$ cat config.mk
export PLATFORM = sky130hd
export DESIGN_NAME = point_mass_seek_bounce_step
export DESIGN_NICKNAME = d
export VERILOG_FILES = /design/src/pmsb_pkg.sv /design/src/pmsb_mul.sv /design/src/pmsb_rootdiv.sv /design/src/point_mass_seek_bounce_step.sv
export VERILOG_INCLUDE_DIRS = /design/src /design/src/src
export SDC_FILE = /design/constraint.sdc
export NUM_CORES = 2
export LEC_CHECK = 0
export BUFFER_PORTS_ARGS = -buffer_cell sky130_fd_sc_hd__buf_2
export CELL_PAD_IN_SITES_DETAIL_PLACEMENT = 1
export CELL_PAD_IN_SITES_GLOBAL_PLACEMENT = 1
export CORE_MARGIN = 10
export CORE_UTILIZATION = 46
export CTS_CLUSTER_DIAMETER = 150
export DETAILED_ROUTE_END_ITERATION = 10
export PLACE_DENSITY_LB_ADDON = 0.1
export SLEW_MARGIN = 20
export SYNTH_ARGS = -nofsm -noshare
export SYNTH_HDL_FRONTEND = slang
export SYNTH_SLANG_ARGS = --single-unit
$ cat constraint.sdc
create_clock -name clk -period 9.7 [get_ports clk]
set_input_delay 0.485 -clock clk [delete_from_list [all_inputs] [get_ports clk]]
set_output_delay 0.485 -clock clk [all_outputs]
set_load 0.01 [all_outputs]
$ cat src/point_mass_seek_bounce_step_defines.svh
// Assertion macros for the point mass stepper.
// Each macro checks a property on the rising edge of clk while arst_n is high.
`ifndef POINT_MASS_SEEK_BOUNCE_STEP_DEFINES_SVH
`define POINT_MASS_SEEK_BOUNCE_STEP_DEFINES_SVH

`ifndef SYNTHESIS

// Same-cycle implication.
`define PMSB_ASSERT_IMP(lbl, ante, cons, msg) \
	lbl: assert property (@(posedge clk) disable iff (!arst_n) (ante) |-> (cons)) \
		else $error(msg);

// Next-cycle implication.
`define PMSB_ASSERT_NXT(lbl, ante, cons, msg) \
	lbl: assert property (@(posedge clk) disable iff (!arst_n) (ante) |=> (cons)) \
		else $error(msg);

`else

`define PMSB_ASSERT_IMP(lbl, ante, cons, msg)
`define PMSB_ASSERT_NXT(lbl, ante, cons, msg)

`endif

`endif

$ cat src/pmsb_pkg.sv
package pmsb_pkg;

	// Fixed point format of positions and velocities.
	localparam int FRAC_BITS = 8;

	localparam int POS_W   = 20;
	localparam int VEL_W   = 16;
	localparam int COORD_W = 12;
	localparam int GAIN_W  = 11;
	localparam int FRIC_W  = 16;

	// Offset to target, multiplier operands and products.
	localparam int DIFF_W = POS_W + 1;
	localparam int OPND_W = DIFF_W;
	localparam int PROD_W = 2 * OPND_W;

	// Root and divide unit.
	localparam int RAD_W      = PROD_W;
	localparam int ROOT_W     = RAD_W / 2;
	localparam int NUM_W      = POS_W + GAIN_W;
	localparam int QUOT_BITS  = GAIN_W;
	localparam int REM_W      = ROOT_W + 2;
	localparam int SUB_W      = REM_W + 2;
	localparam int STEP_CNT_W = 5;
	localparam logic [STEP_CNT_W-1:0] ROOT_LAST = STEP_CNT_W'(ROOT_W - 1);
	localparam logic [STEP_CNT_W-1:0] DIV_LAST  = STEP_CNT_W'(QUOT_BITS - 1);

	// Update arithmetic.
	localparam int ACC_W      = GAIN_W + 1;
	localparam int VSUM_W     = VEL_W + 1;
	localparam int PSUM_W     = POS_W + 2;
	localparam int VEL_LIM    = 64 << FRAC_BITS;
	localparam int FRIC_SHIFT = 16;

	// Reset values.
	localparam logic [POS_W-1:0]   POS_X_RST = POS_W'(600 << FRAC_BITS);
	localparam logic [POS_W-1:0]   POS_Y_RST = POS_W'(400 << FRAC_BITS);
	localparam logic [VEL_W-1:0]   VEL_RST   = VEL_W'(2 << FRAC_BITS);
	localparam logic [COORD_W-1:0] ARENA_W_RST = COORD_W'(1200);
	localparam logic [COORD_W-1:0] ARENA_H_RST = COORD_W'(800);
	localparam logic [GAIN_W-1:0]  GAIN_RST    = GAIN_W'(128);
	localparam logic [FRIC_W-1:0]  FRIC_RST    = FRIC_W'(62259);

	// Register port.
	localparam int ADDR_W = 4;
	localparam int DATA_W = 32;

	typedef enum logic [1:0] {
		REG_ARENA_W,
		REG_ARENA_H,
		REG_SEEK_GAIN,
		REG_FRICTION
	} pmsb_reg_t;

	typedef enum logic {
		RD_ROOT,
		RD_DIV
	} pmsb_rd_op_t;

	typedef struct packed {
		logic              start;
		pmsb_rd_op_t       op;
		logic [RAD_W-1:0]  rad;
		logic [NUM_W-1:0]  num;
		logic [ROOT_W-1:0] divisor;
	} pmsb_rd_req_t;

	typedef struct packed {
		logic              done;
		logic [ROOT_W-1:0] result;
	} pmsb_rd_rsp_t;

	typedef enum logic [3:0] {
		ST_IDLE,
		ST_SQ_X,
		ST_SQ_Y,
		ST_ROOT_GO,
		ST_ROOT,
		ST_GAIN_X,
		ST_GAIN_Y,
		ST_DIV_X_GO,
		ST_DIV_X,
		ST_DIV_Y_GO,
		ST_DIV_Y,
		ST_UPDATE,
		ST_DAMP_X,
		ST_DAMP_Y,
		ST_DAMP_FIN,
		ST_OUT
	} pmsb_state_t;

endpackage

$ cat src/pmsb_mul.sv
// Shared signed multiplier with a registered product.
module pmsb_mul (
	input  logic                                   clk,
	input  logic                                   en,
	input  logic signed [pmsb_pkg::OPND_W-1:0]     a,
	input  logic signed [pmsb_pkg::OPND_W-1:0]     b,
	output logic signed [pmsb_pkg::PROD_W-1:0]     p
);

	logic signed [pmsb_pkg::PROD_W-1:0] p_q;

	always_ff @(posedge clk) begin
		if (en) begin
			p_q <= a * b;
		end
	end

	assign p = p_q;

endmodule

$ cat src/pmsb_rootdiv.sv
// Shared iterative unit: floor square root (two radicand bits per step) or
// restoring division (one quotient bit per step). Both use one subtractor.
module pmsb_rootdiv (
	input  logic                   clk,
	input  logic                   arst_n,
	input  pmsb_pkg::pmsb_rd_req_t req,
	output pmsb_pkg::pmsb_rd_rsp_t rsp
);

	logic                                 busy_q;
	logic                                 done_q;
	logic [pmsb_pkg::STEP_CNT_W-1:0]      cnt_q;
	pmsb_pkg::pmsb_rd_op_t                op_q;
	logic [pmsb_pkg::REM_W-1:0]           rem_q;
	logic [pmsb_pkg::ROOT_W-1:0]          res_q;
	logic [pmsb_pkg::RAD_W-1:0]           sh_q;
	logic [pmsb_pkg::ROOT_W-1:0]          div_q;

	logic [pmsb_pkg::SUB_W-1:0]           sub_a;
	logic [pmsb_pkg::SUB_W-1:0]           sub_b;
	logic [pmsb_pkg::SUB_W:0]             diff;
	logic                                 take;

	// Operand selection for the shared subtractor.
	always_comb begin
		if (op_q == pmsb_pkg::RD_ROOT) begin
			sub_a = {rem_q, sh_q[pmsb_pkg::RAD_W-1 -: 2]};
			sub_b = {2'b00, res_q, 2'b01};
		end else begin
			sub_a = {2'b00, rem_q[pmsb_pkg::REM_W-2:0], sh_q[pmsb_pkg::RAD_W-1]};
			sub_b = {4'b0000, div_q};
		end
		diff = {1'b0, sub_a} - {1'b0, sub_b};
		take = !diff[pmsb_pkg::SUB_W];
	end

	always_ff @(posedge clk or negedge arst_n) begin
		if (!arst_n) begin
			busy_q <= 1'b0;
			done_q <= 1'b0;
			cnt_q  <= '0;
		end else begin
			done_q <= 1'b0;
			if (req.start) begin
				busy_q <= 1'b1;
				cnt_q  <= (req.op == pmsb_pkg::RD_ROOT) ? pmsb_pkg::ROOT_LAST
				                                        : pmsb_pkg::DIV_LAST;
			end else if (busy_q) begin
				if (cnt_q == '0) begin
					busy_q <= 1'b0;
					done_q <= 1'b1;
				end else begin
					cnt_q <= cnt_q - 1'b1;
				end
			end
		end
	end

	always_ff @(posedge clk) begin
		if (req.start) begin
			op_q  <= req.op;
			res_q <= '0;
			div_q <= req.divisor;
			if (req.op == pmsb_pkg::RD_ROOT) begin
				rem_q <= '0;
				sh_q  <= req.rad;
			end else begin
				// The quotient never exceeds the gain, so the high numerator
				// bits already sit below the divisor.
				rem_q <= pmsb_pkg::REM_W'(req.num >> pmsb_pkg::QUOT_BITS);
				sh_q  <= pmsb_pkg::RAD_W'(req.num[pmsb_pkg::QUOT_BITS-1:0])
				         << (pmsb_pkg::RAD_W - pmsb_pkg::QUOT_BITS);
			end
		end else if (busy_q) begin
			rem_q <= take ? diff[pmsb_pkg::REM_W-1:0] : sub_a[pmsb_pkg::REM_W-1:0];
			res_q <= {res_q[pmsb_pkg::ROOT_W-2:0], take};
			sh_q  <= (op_q == pmsb_pkg::RD_ROOT) ? (sh_q << 2) : (sh_q << 1);
		end
	end

	assign rsp.done   = done_q;
	assign rsp.result = res_q;

endmodule

$ cat src/point_mass_seek_bounce_step.sv
// Channel   Direction  Handshake           Payload
// in        input      in_valid/in_stall   seek_active, target_x, target_y
// out       output     out_valid/out_stall position_x, position_y, velocity_x, velocity_y
// cfg       input      APB psel/penable    arena_width, arena_height, seek_gain, friction
//
// With seek active, the 21-step square root and then the two 11-step divides
// run through the shared root/divide unit. A target on the point skips the
// divides, and a transfer without seek skips the root as well. arst_n clears
// the sequencer, point state, output valid and configuration registers.
// in_stall is high from acceptance until the result is moved to the output
// register; a held result waits there while the next transfer is taken.
`include "point_mass_seek_bounce_step_defines.svh"

module point_mass_seek_bounce_step (
	input  logic                                  clk,
	input  logic                                  arst_n,

	input  logic                                  in_valid,
	output logic                                  in_stall,
	input  logic                                  seek_active,
	input  logic [pmsb_pkg::COORD_W-1:0]          target_x,
	input  logic [pmsb_pkg::COORD_W-1:0]          target_y,

	output logic                                  out_valid,
	input  logic                                  out_stall,
	output logic [pmsb_pkg::POS_W-1:0]            position_x,
	output logic [pmsb_pkg::POS_W-1:0]            position_y,
	output logic signed [pmsb_pkg::VEL_W-1:0]     velocity_x,
	output logic signed [pmsb_pkg::VEL_W-1:0]     velocity_y,

	input  logic                                  psel,
	input  logic                                  penable,
	input  logic                                  pwrite,
	input  logic [pmsb_pkg::ADDR_W-1:0]           paddr,
	input  logic [pmsb_pkg::DATA_W-1:0]           pwdata,
	output logic [pmsb_pkg::DATA_W-1:0]           prdata,
	output logic                                  pready
);

	// Position and velocity after the wall check, before damping.
	typedef struct packed {
		logic [pmsb_pkg::POS_W-1:0]         pos;
		logic signed [pmsb_pkg::VSUM_W-1:0] vel;
	} axis_t;

	localparam logic signed [pmsb_pkg::PROD_W-1:0] LIM_P = pmsb_pkg::PROD_W'(pmsb_pkg::VEL_LIM);

	// Configuration registers.
	logic [pmsb_pkg::COORD_W-1:0] arena_w_q;
	logic [pmsb_pkg::COORD_W-1:0] arena_h_q;
	logic [pmsb_pkg::GAIN_W-1:0]  seek_gain_q;
	logic [pmsb_pkg::FRIC_W-1:0]  friction_q;

	// Point state.
	logic [pmsb_pkg::POS_W-1:0]         pos_x_q;
	logic [pmsb_pkg::POS_W-1:0]         pos_y_q;
	logic signed [pmsb_pkg::VEL_W-1:0]  vel_x_q;
	logic signed [pmsb_pkg::VEL_W-1:0]  vel_y_q;

	// Working registers of one tick.
	pmsb_pkg::pmsb_state_t               state_q;
	pmsb_pkg::pmsb_state_t               state_d;
	logic signed [pmsb_pkg::DIFF_W-1:0]  dx_q;
	logic signed [pmsb_pkg::DIFF_W-1:0]  dy_q;
	logic signed [pmsb_pkg::PROD_W-1:0]  acc_q;
	logic [pmsb_pkg::ROOT_W-1:0]         len_q;
	logic signed [pmsb_pkg::ACC_W-1:0]   ax_q;
	logic signed [pmsb_pkg::ACC_W-1:0]   ay_q;
	logic signed [pmsb_pkg::VSUM_W-1:0]  vtmp_x_q;
	logic signed [pmsb_pkg::VSUM_W-1:0]  vtmp_y_q;

	// Output register.
	logic                                out_valid_q;
	logic [pmsb_pkg::POS_W-1:0]          out_pos_x_q;
	logic [pmsb_pkg::POS_W-1:0]          out_pos_y_q;
	logic signed [pmsb_pkg::VEL_W-1:0]   out_vel_x_q;
	logic signed [pmsb_pkg::VEL_W-1:0]   out_vel_y_q;

	// Shared units and their controls.
	logic                                mul_en;
	logic signed [pmsb_pkg::OPND_W-1:0]  mul_a;
	logic signed [pmsb_pkg::OPND_W-1:0]  mul_b;
	logic signed [pmsb_pkg::PROD_W-1:0]  mul_p;
	pmsb_pkg::pmsb_rd_req_t              rd_req;
	pmsb_pkg::pmsb_rd_rsp_t              rd_rsp;

	logic                                in_take;
	logic                                out_load;
	logic                                reg_we;
	logic [pmsb_pkg::POS_W-1:0]          tx_q8;
	logic [pmsb_pkg::POS_W-1:0]          ty_q8;
	logic [pmsb_pkg::POS_W-1:0]          edge_x;
	logic [pmsb_pkg::POS_W-1:0]          edge_y;
	logic signed [pmsb_pkg::PROD_W-1:0]  acc_abs;
	logic signed [pmsb_pkg::PROD_W-1:0]  mul_abs;
	logic signed [pmsb_pkg::ACC_W-1:0]   quot;
	logic signed [pmsb_pkg::PROD_W-1:0]  damp_sh;
	logic signed [pmsb_pkg::VEL_W-1:0]   damp_v;
	axis_t                               upd_x;
	axis_t                               upd_y;

	// One axis of the Euler step: add the acceleration, move, and bounce off
	// either wall by clamping the position and reversing the velocity.
	function automatic axis_t step_axis(
		logic [pmsb_pkg::POS_W-1:0]        p,
		logic signed [pmsb_pkg::VEL_W-1:0] v,
		logic signed [pmsb_pkg::ACC_W-1:0] a,
		logic [pmsb_pkg::POS_W-1:0]        wall
	);
		logic signed [pmsb_pkg::VSUM_W-1:0] vs;
		logic signed [pmsb_pkg::PSUM_W-1:0] ps;
		axis_t                              r;
		vs = {v[pmsb_pkg::VEL_W-1], v}
		   + {{(pmsb_pkg::VSUM_W - pmsb_pkg::ACC_W){a[pmsb_pkg::ACC_W-1]}}, a};
		ps = {2'b00, p} + {{(pmsb_pkg::PSUM_W - pmsb_pkg::VSUM_W){vs[pmsb_pkg::VSUM_W-1]}}, vs};
		if (ps > $signed({2'b00, wall})) begin
			r.pos = wall;
			r.vel = -vs;
		end else if (ps[pmsb_pkg::PSUM_W-1]) begin
			r.pos = '0;
			r.vel = -vs;
		end else begin
			r.pos = ps[pmsb_pkg::POS_W-1:0];
			r.vel = vs;
		end
		return r;
	endfunction

	pmsb_mul u_mul (
		.clk (clk),
		.en  (mul_en),
		.a   (mul_a),
		.b   (mul_b),
		.p   (mul_p)
	);

	pmsb_rootdiv u_rootdiv (
		.clk    (clk),
		.arst_n (arst_n),
		.req    (rd_req),
		.rsp    (rd_rsp)
	);

	// The input side is open only while the sequencer waits for a tick.
	assign in_stall = (state_q != pmsb_pkg::ST_IDLE);
	assign in_take  = in_valid && (state_q == pmsb_pkg::ST_IDLE);

	// The finished tick moves to the output register once it is free or drains.
	assign out_load = (state_q == pmsb_pkg::ST_OUT) && (!out_valid_q || !out_stall);

	assign tx_q8  = pmsb_pkg::POS_W'(target_x) << pmsb_pkg::FRAC_BITS;
	assign ty_q8  = pmsb_pkg::POS_W'(target_y) << pmsb_pkg::FRAC_BITS;
	assign edge_x = pmsb_pkg::POS_W'(arena_w_q) << pmsb_pkg::FRAC_BITS;
	assign edge_y = pmsb_pkg::POS_W'(arena_h_q) << pmsb_pkg::FRAC_BITS;

	always_comb begin
		acc_abs = acc_q[pmsb_pkg::PROD_W-1] ? -acc_q : acc_q;
		mul_abs = mul_p[pmsb_pkg::PROD_W-1] ? -mul_p : mul_p;
		quot    = pmsb_pkg::ACC_W'(rd_rsp.result);
		upd_x   = step_axis(pos_x_q, vel_x_q, ax_q, edge_x);
		upd_y   = step_axis(pos_y_q, vel_y_q, ay_q, edge_y);
	end

	// Friction: the product is floored by the arithmetic shift, then the
	// velocity is held within the speed limit.
	always_comb begin
		damp_sh = mul_p >>> pmsb_pkg::FRIC_SHIFT;
		if (damp_sh > LIM_P) begin
			damp_v = pmsb_pkg::VEL_W'(pmsb_pkg::VEL_LIM);
		end else if (damp_sh < -LIM_P) begin
			damp_v = -pmsb_pkg::VEL_W'(pmsb_pkg::VEL_LIM);
		end else begin
			damp_v = damp_sh[pmsb_pkg::VEL_W-1:0];
		end
	end

	// Next state of the sequencer.
	always_comb begin
		state_d = state_q;
		case (state_q)
			pmsb_pkg::ST_IDLE: begin
				if (in_valid) begin
					state_d = seek_active ? pmsb_pkg::ST_SQ_X : pmsb_pkg::ST_UPDATE;
				end
			end
			pmsb_pkg::ST_SQ_X:     state_d = pmsb_pkg::ST_SQ_Y;
			pmsb_pkg::ST_SQ_Y:     state_d = pmsb_pkg::ST_ROOT_GO;
			pmsb_pkg::ST_ROOT_GO:  state_d = pmsb_pkg::ST_ROOT;
			pmsb_pkg::ST_ROOT: begin
				// A target on the point gives no acceleration.
				if (rd_rsp.done) begin
					state_d = (rd_rsp.result == '0) ? pmsb_pkg::ST_UPDATE
					                                : pmsb_pkg::ST_GAIN_X;
				end
			end
			pmsb_pkg::ST_GAIN_X:   state_d = pmsb_pkg::ST_GAIN_Y;
			pmsb_pkg::ST_GAIN_Y:   state_d = pmsb_pkg::ST_DIV_X_GO;
			pmsb_pkg::ST_DIV_X_GO: state_d = pmsb_pkg::ST_DIV_X;
			pmsb_pkg::ST_DIV_X: begin
				if (rd_rsp.done) begin
					state_d = pmsb_pkg::ST_DIV_Y_GO;
				end
			end
			pmsb_pkg::ST_DIV_Y_GO: state_d = pmsb_pkg::ST_DIV_Y;
			pmsb_pkg::ST_DIV_Y: begin
				if (rd_rsp.done) begin
					state_d = pmsb_pkg::ST_UPDATE;
				end
			end
			pmsb_pkg::ST_UPDATE:   state_d = pmsb_pkg::ST_DAMP_X;
			pmsb_pkg::ST_DAMP_X:   state_d = pmsb_pkg::ST_DAMP_Y;
			pmsb_pkg::ST_DAMP_Y:   state_d = pmsb_pkg::ST_DAMP_FIN;
			pmsb_pkg::ST_DAMP_FIN: state_d = pmsb_pkg::ST_OUT;
			pmsb_pkg::ST_OUT: begin
				if (out_load) begin
					state_d = pmsb_pkg::ST_IDLE;
				end
			end
			default:               state_d = pmsb_pkg::ST_IDLE;
		endcase
	end

	// Controls of the shared multiplier and the root/divide unit.
	always_comb begin
		mul_en         = 1'b0;
		mul_a          = dx_q;
		mul_b          = dx_q;
		rd_req.start   = 1'b0;
		rd_req.op      = pmsb_pkg::RD_ROOT;
		rd_req.rad     = $unsigned(acc_q) + $unsigned(mul_p);
		rd_req.num     = pmsb_pkg::NUM_W'(acc_abs);
		rd_req.divisor = len_q;
		case (state_q)
			pmsb_pkg::ST_SQ_X: begin
				mul_en = 1'b1;
			end
			pmsb_pkg::ST_SQ_Y: begin
				mul_en = 1'b1;
				mul_a  = dy_q;
				mul_b  = dy_q;
			end
			pmsb_pkg::ST_ROOT_GO: begin
				rd_req.start = 1'b1;
			end
			pmsb_pkg::ST_GAIN_X: begin
				mul_en = 1'b1;
				mul_b  = {{(pmsb_pkg::OPND_W - pmsb_pkg::GAIN_W){1'b0}}, seek_gain_q};
			end
			pmsb_pkg::ST_GAIN_Y: begin
				mul_en = 1'b1;
				mul_a  = dy_q;
				mul_b  = {{(pmsb_pkg::OPND_W - pmsb_pkg::GAIN_W){1'b0}}, seek_gain_q};
			end
			pmsb_pkg::ST_DIV_X_GO: begin
				rd_req.start = 1'b1;
				rd_req.op    = pmsb_pkg::RD_DIV;
			end
			pmsb_pkg::ST_DIV_Y_GO: begin
				rd_req.start = 1'b1;
				rd_req.op    = pmsb_pkg::RD_DIV;
				rd_req.num   = pmsb_pkg::NUM_W'(mul_abs);
			end
			pmsb_pkg::ST_DAMP_X: begin
				mul_en = 1'b1;
				mul_a  = {{(pmsb_pkg::OPND_W - pmsb_pkg::VSUM_W){vtmp_x_q[pmsb_pkg::VSUM_W-1]}},
				          vtmp_x_q};
				mul_b  = {{(pmsb_pkg::OPND_W - pmsb_pkg::FRIC_W){1'b0}}, friction_q};
			end
			pmsb_pkg::ST_DAMP_Y: begin
				mul_en = 1'b1;
				mul_a  = {{(pmsb_pkg::OPND_W - pmsb_pkg::VSUM_W){vtmp_y_q[pmsb_pkg::VSUM_W-1]}},
				          vtmp_y_q};
				mul_b  = {{(pmsb_pkg::OPND_W - pmsb_pkg::FRIC_W){1'b0}}, friction_q};
			end
			default: begin
			end
		endcase
	end

	// Sequencer, point state and output valid.
	always_ff @(posedge clk or negedge arst_n) begin
		if (!arst_n) begin
			state_q     <= pmsb_pkg::ST_IDLE;
			pos_x_q     <= pmsb_pkg::POS_X_RST;
			pos_y_q     <= pmsb_pkg::POS_Y_RST;
			vel_x_q     <= pmsb_pkg::VEL_RST;
			vel_y_q     <= pmsb_pkg::VEL_RST;
			out_valid_q <= 1'b0;
		end else begin
			state_q <= state_d;
			if (state_q == pmsb_pkg::ST_UPDATE) begin
				pos_x_q <= upd_x.pos;
				pos_y_q <= upd_y.pos;
			end
			if (state_q == pmsb_pkg::ST_DAMP_Y) begin
				vel_x_q <= damp_v;
			end
			if (state_q == pmsb_pkg::ST_DAMP_FIN) begin
				vel_y_q <= damp_v;
			end
			if (out_load) begin
				out_valid_q <= 1'b1;
			end else if (!out_stall) begin
				out_valid_q <= 1'b0;
			end
		end
	end

	// Working values of the tick and the output payload.
	always_ff @(posedge clk) begin
		if (in_take) begin
			dx_q <= pmsb_pkg::DIFF_W'({1'b0, tx_q8}) - pmsb_pkg::DIFF_W'({1'b0, pos_x_q});
			dy_q <= pmsb_pkg::DIFF_W'({1'b0, ty_q8}) - pmsb_pkg::DIFF_W'({1'b0, pos_y_q});
			ax_q <= '0;
			ay_q <= '0;
		end
		if ((state_q == pmsb_pkg::ST_SQ_Y) || (state_q == pmsb_pkg::ST_GAIN_Y)) begin
			acc_q <= mul_p;
		end
		if ((state_q == pmsb_pkg::ST_ROOT) && rd_rsp.done) begin
			len_q <= rd_rsp.result;
		end
		// The quotient is taken toward zero, so the offset sign goes on last.
		if ((state_q == pmsb_pkg::ST_DIV_X) && rd_rsp.done) begin
			ax_q <= dx_q[pmsb_pkg::DIFF_W-1] ? -quot : quot;
		end
		if ((state_q == pmsb_pkg::ST_DIV_Y) && rd_rsp.done) begin
			ay_q <= dy_q[pmsb_pkg::DIFF_W-1] ? -quot : quot;
		end
		if (state_q == pmsb_pkg::ST_UPDATE) begin
			vtmp_x_q <= upd_x.vel;
			vtmp_y_q <= upd_y.vel;
		end
		if (out_load) begin
			out_pos_x_q <= pos_x_q;
			out_pos_y_q <= pos_y_q;
			out_vel_x_q <= vel_x_q;
			out_vel_y_q <= vel_y_q;
		end
	end

	assign out_valid  = out_valid_q;
	assign position_x = out_pos_x_q;
	assign position_y = out_pos_y_q;
	assign velocity_x = out_vel_x_q;
	assign velocity_y = out_vel_y_q;

	// Register port. Writes land in the access cycle; reads return the value.
	assign pready = 1'b1;
	assign reg_we = psel && penable && pwrite;

	always_ff @(posedge clk or negedge arst_n) begin
		if (!arst_n) begin
			arena_w_q   <= pmsb_pkg::ARENA_W_RST;
			arena_h_q   <= pmsb_pkg::ARENA_H_RST;
			seek_gain_q <= pmsb_pkg::GAIN_RST;
			friction_q  <= pmsb_pkg::FRIC_RST;
		end else if (reg_we) begin
			case (pmsb_pkg::pmsb_reg_t'(paddr[3:2]))
				pmsb_pkg::REG_ARENA_W:   arena_w_q   <= pwdata[pmsb_pkg::COORD_W-1:0];
				pmsb_pkg::REG_ARENA_H:   arena_h_q   <= pwdata[pmsb_pkg::COORD_W-1:0];
				pmsb_pkg::REG_SEEK_GAIN: seek_gain_q <= pwdata[pmsb_pkg::GAIN_W-1:0];
				pmsb_pkg::REG_FRICTION:  friction_q  <= pwdata[pmsb_pkg::FRIC_W-1:0];
				default: begin
				end
			endcase
		end
	end

	always_comb begin
		case (pmsb_pkg::pmsb_reg_t'(paddr[3:2]))
			pmsb_pkg::REG_ARENA_W:   prdata = pmsb_pkg::DATA_W'(arena_w_q);
			pmsb_pkg::REG_ARENA_H:   prdata = pmsb_pkg::DATA_W'(arena_h_q);
			pmsb_pkg::REG_SEEK_GAIN: prdata = pmsb_pkg::DATA_W'(seek_gain_q);
			pmsb_pkg::REG_FRICTION:  prdata = pmsb_pkg::DATA_W'(friction_q);
			default:                 prdata = '0;
		endcase
	end

	// The root/divide unit answers only while the sequencer waits for it.
	`PMSB_ASSERT_IMP(a_rd_done_in_wait, rd_rsp.done, (state_q == pmsb_pkg::ST_ROOT) || (state_q == pmsb_pkg::ST_DIV_X) || (state_q == pmsb_pkg::ST_DIV_Y), "root/divide result outside a wait state")

	// The seek acceleration never exceeds the gain.
	`PMSB_ASSERT_IMP(a_quot_le_gain, rd_rsp.done && ((state_q == pmsb_pkg::ST_DIV_X) || (state_q == pmsb_pkg::ST_DIV_Y)), rd_rsp.result <= pmsb_pkg::ROOT_W'(seek_gain_q), "seek quotient above gain")

	// Stored velocity stays within the speed limit.
	`PMSB_ASSERT_IMP(a_vel_sat, 1'b1, (vel_x_q <= $signed(pmsb_pkg::VEL_W'(pmsb_pkg::VEL_LIM))) && (vel_x_q >= -$signed(pmsb_pkg::VEL_W'(pmsb_pkg::VEL_LIM))) && (vel_y_q <= $signed(pmsb_pkg::VEL_W'(pmsb_pkg::VEL_LIM))) && (vel_y_q >= -$signed(pmsb_pkg::VEL_W'(pmsb_pkg::VEL_LIM))), "velocity beyond limit")

	// A result taken with nothing new behind it leaves the output empty.
	`PMSB_ASSERT_NXT(a_out_drains, out_valid && !out_stall && (state_q != pmsb_pkg::ST_OUT), !out_valid, "output held after transfer")

endmodule

==> key figures <==
Run status
  – Status: complete, no violations

Worst setup path
  – Worst reg2reg path startpoint: state_q[1]$_DFFE_PN0P_
  – FF-to-FF setup slack: 540 ps
  – Most frequent CP cell: fa_1
  – Crit Path Category: flop to flop
  – Setup crit start kind: flop
  – Crit Path Max Fanout: 13
  – Crit-path max cell delay: 590 ps
  – Worst EP required: 10130 ps
  – Crit path capture type: flop
  – Crit. Startpoint: state_q[1]$_DFFE_PN0P_
  – Slowest library cell on the worst path: dfrtp_1
  – Critical path arrival: 9590 ps

Synth
  – Area leader, netlist: edfxtp_1
  – Top_reg_cell synth: edfxtp_1
  – Ys async rst share: 26.0%
  – Top cell type's share of synthesized area: 23.1%
  – Synth top area cells: edfxtp_1 23%, fa_1 20%, ha_1 8.1%
  – Synth cell types: 86
  – Flops & latches, synth: 520
  – Synth cell count leaders: 679 x inv_1, 465 x fa_1, 448 x nand2_1
  – Cells after Synth: 4788
  – Mapped cell area: 47400 um2
  – Most common cell in the netlist: inv_1
  – Yosys synthesis warning count: 0
  – Post-synth EDFFs: 364
  – Syn avg cell area: 9.90 um2
  – Sequential share of the synthesized area: 31.1%

STA
  – Slew margin rel.: 22.3%
  – RSZ-0062 raised after global routing: no
  – Final WS setup: 536 ps
  – Worst clock skew: 23.9 ps
  – Final Cycle Share: 94.5%
  – Final Hold Vio Count: 0
  – Hold WS: 51.7 ps
  – Slew Viols, Final: 0
  – Setup TNS: 0 ps
  – Fmax: 109 MHz
  – Min cycle time layout: 9160 ps
  – Setup violators final: 0
  – Slew @ Worst Pin: 1170 ps

Layout
  – Nets: 5742
  – Ratio of cells with drive above 1 in the final layout: 10.4%
  – Area grow syn2layout: 9.72%
  – Cell Count, Final, Fillers Out: 6325

GRT
  – First-pass GRT wire length: 236 mm
  – Vias in the first global route: 38400
  – Tot GR Track Use: 26.2%
  – Largest net degree at the start of global routing: 78
  – Initial antenna violation count: 2
  – Overflow after GRT: 0

Drt
  – Routed vias: 36100
  – Drt drc: 0
  – Antenna Nets Post-Route: 0
  – Via/cell ratio: 5.70
  – Average routed wire per standard cell: 24.2 um
  – 1st-iter DRT viols: 2368
  – Drt total wl: 153 mm
  – Initial DRT Pass Iterations: 7

Floorplan
  – Chip Width: 341 um
  – Initial Util: 46.5%
  – I/O pin total: 175
  – # rows: 117
  – Vert. Die Dim: 341 um
  – Core area: 102000 um2
  – Die ar.: 116000 um2

CTS
  – Root Driver: clkbuf_16
  – Sinks on Clock Net: 520
  – Clock latency on the worst-skew pair: 690 ps
  – Clock buffer depth: 3
  – Clock slew at reported path FFs: 70 ps
  – CTS tree: done
  – Setup bufs post-CTS: 0
  – H-tree depth: 2
  – CTS Buf Count: 61

Worst hold path
  – Hold Path Class: input port to flop
  – Hold path start: pwdata[15]

Place
  – PortBufs: 139
  – Final HPWL DP: 121 mm
  – Post-Place Cells: 6207
  – Place WS: 448 ps
  – Routability Congestion: 0.941

Run
  – Max-cap viol count: 0
## timing repair
item,CTS,global route
endpoints found under the hold margin,63,0
endpoints found under the setup margin,0,3
gates resized for setup,0,1
hold buffers,1,0
## cells by family after synthesis
family / Yosys count / share of synthesized area, %
and+or+nand+nor: 1238 / 11.7
AOI/OAI and AO/OA: 893 / 12.4
buffers and inverters: 887 / 7.19
adders and majority gates: 771 / 27.7
DFF: 520 / 31.1
xor gates and xnor gates: 301 / 5.56
muxes: 176 / 4.20
other: 2 / 0.0158
## path summary, 6_finish.rpt
check                                          endpoint  cells after the start
setup / recovery                  u_mul.p[36]$_DFFE_PP_                     31
hold / removal               friction_q[15]$_DFFE_PN1P_                      2
setup reg to reg                  u_mul.p[36]$_DFFE_PP_                     31
hold reg to reg            u_rootdiv.div_q[7]$_DFFE_PN_                      0
max in group asynchronous      arena_w_q[1]$_DFFE_PN0P_                      3
min in group asynchronous    u_rootdiv.done_q$_DFF_PN0_                      2
## layout make-up
class,count,area (um2)
multi-input combinational,3396,29400
inverter,681,2560
clock inverter,41,495
fill,11500,50000
antenna,1,2.50
timing repair buffer,243,1490
sequential,520,14800
tap,1368,1710
clock buffer,75,1610
## cells in the final DEF, fill, tap and decap left out, drive strengths merged, types with 18 or more instances in the layout
| master | count |
|---|---|
| inv | 684 |
| fa | 465 |
| nand2 | 448 |
| nor2 | 404 |
| edfxtp | 364 |
| ha | 306 |
| buf | 242 |
| o21ai | 241 |
| xnor2 | 196 |
| a21oi | 170 |
| dfrtp | 108 |
| xor2 | 105 |
| mux2i | 91 |
| clkbuf | 75 |
| mux2 | 74 |
| a21o | 71 |
| nand3 | 62 |
| o21a | 54 |
| nand2b | 51 |
| nor3 | 51 |
| o31ai | 40 |
| and3 | 37 |
| a22oi | 37 |
| and2 | 34 |
| o22ai | 33 |
| o21bai | 32 |
| nor2b | 30 |
| a211oi | 30 |
| nand4 | 28 |
| dfstp | 27 |
| or3 | 26 |
| clkinv | 26 |
| a31oi | 22 |
| dfxtp | 21 |
| nor4 | 20 |
| a221o | 18 |
## flip-flops by register name (all words and copies together) (netlist names), 16 cells and up
signal           flops
friction_q          16
position_x          20
len_q               21
u_mul.p             42
vtmp_x_q            17
u_rootdiv.res_q     21
pos_x_q             20
velocity_x          16
vel_x_q             16
dy_q                21
dx_q                21
u_rootdiv.rem_q     23
u_rootdiv.sh_q      42
vel_y_q             16
velocity_y          16
vtmp_y_q            17
pos_y_q             20
position_y          20
u_rootdiv.div_q     21
acc_q               42
## per-stage QoR
step | utilization (%) | cell area (um2)
final | 51.0 | 52000
after global routing | 51.0 | 52000
after CTS | 51.0 | 52000
after detailed placement | 48.9 | 49900
after global placement | 48.9 | 49900
after floorplan | - | 47500
## metal layers
layer / share of wire [%] / GRT usage (%)
met1: 45 / 35.6
met2: 47 / 43.4
met3: 5.4 / 3.95
met4: 2.7 / 6.82
met5: 0.0085 / 0
## critical path: cells and delay by family, from the launching register on
kind / cells / cell delay, ps
adder cells (fa/ha/maj): 8 / 3810
AND/OR/NAND/NOR: 5 / 610
buffers and inverters: 9 / 1130
flip-flops: 1 / 590
AO/OA/AOI/OAI: 9 / 2750
Power is left out: the tool's default activity adds up to more than one toggle a clock period on the data nets, which glitch-free logic cannot reach.
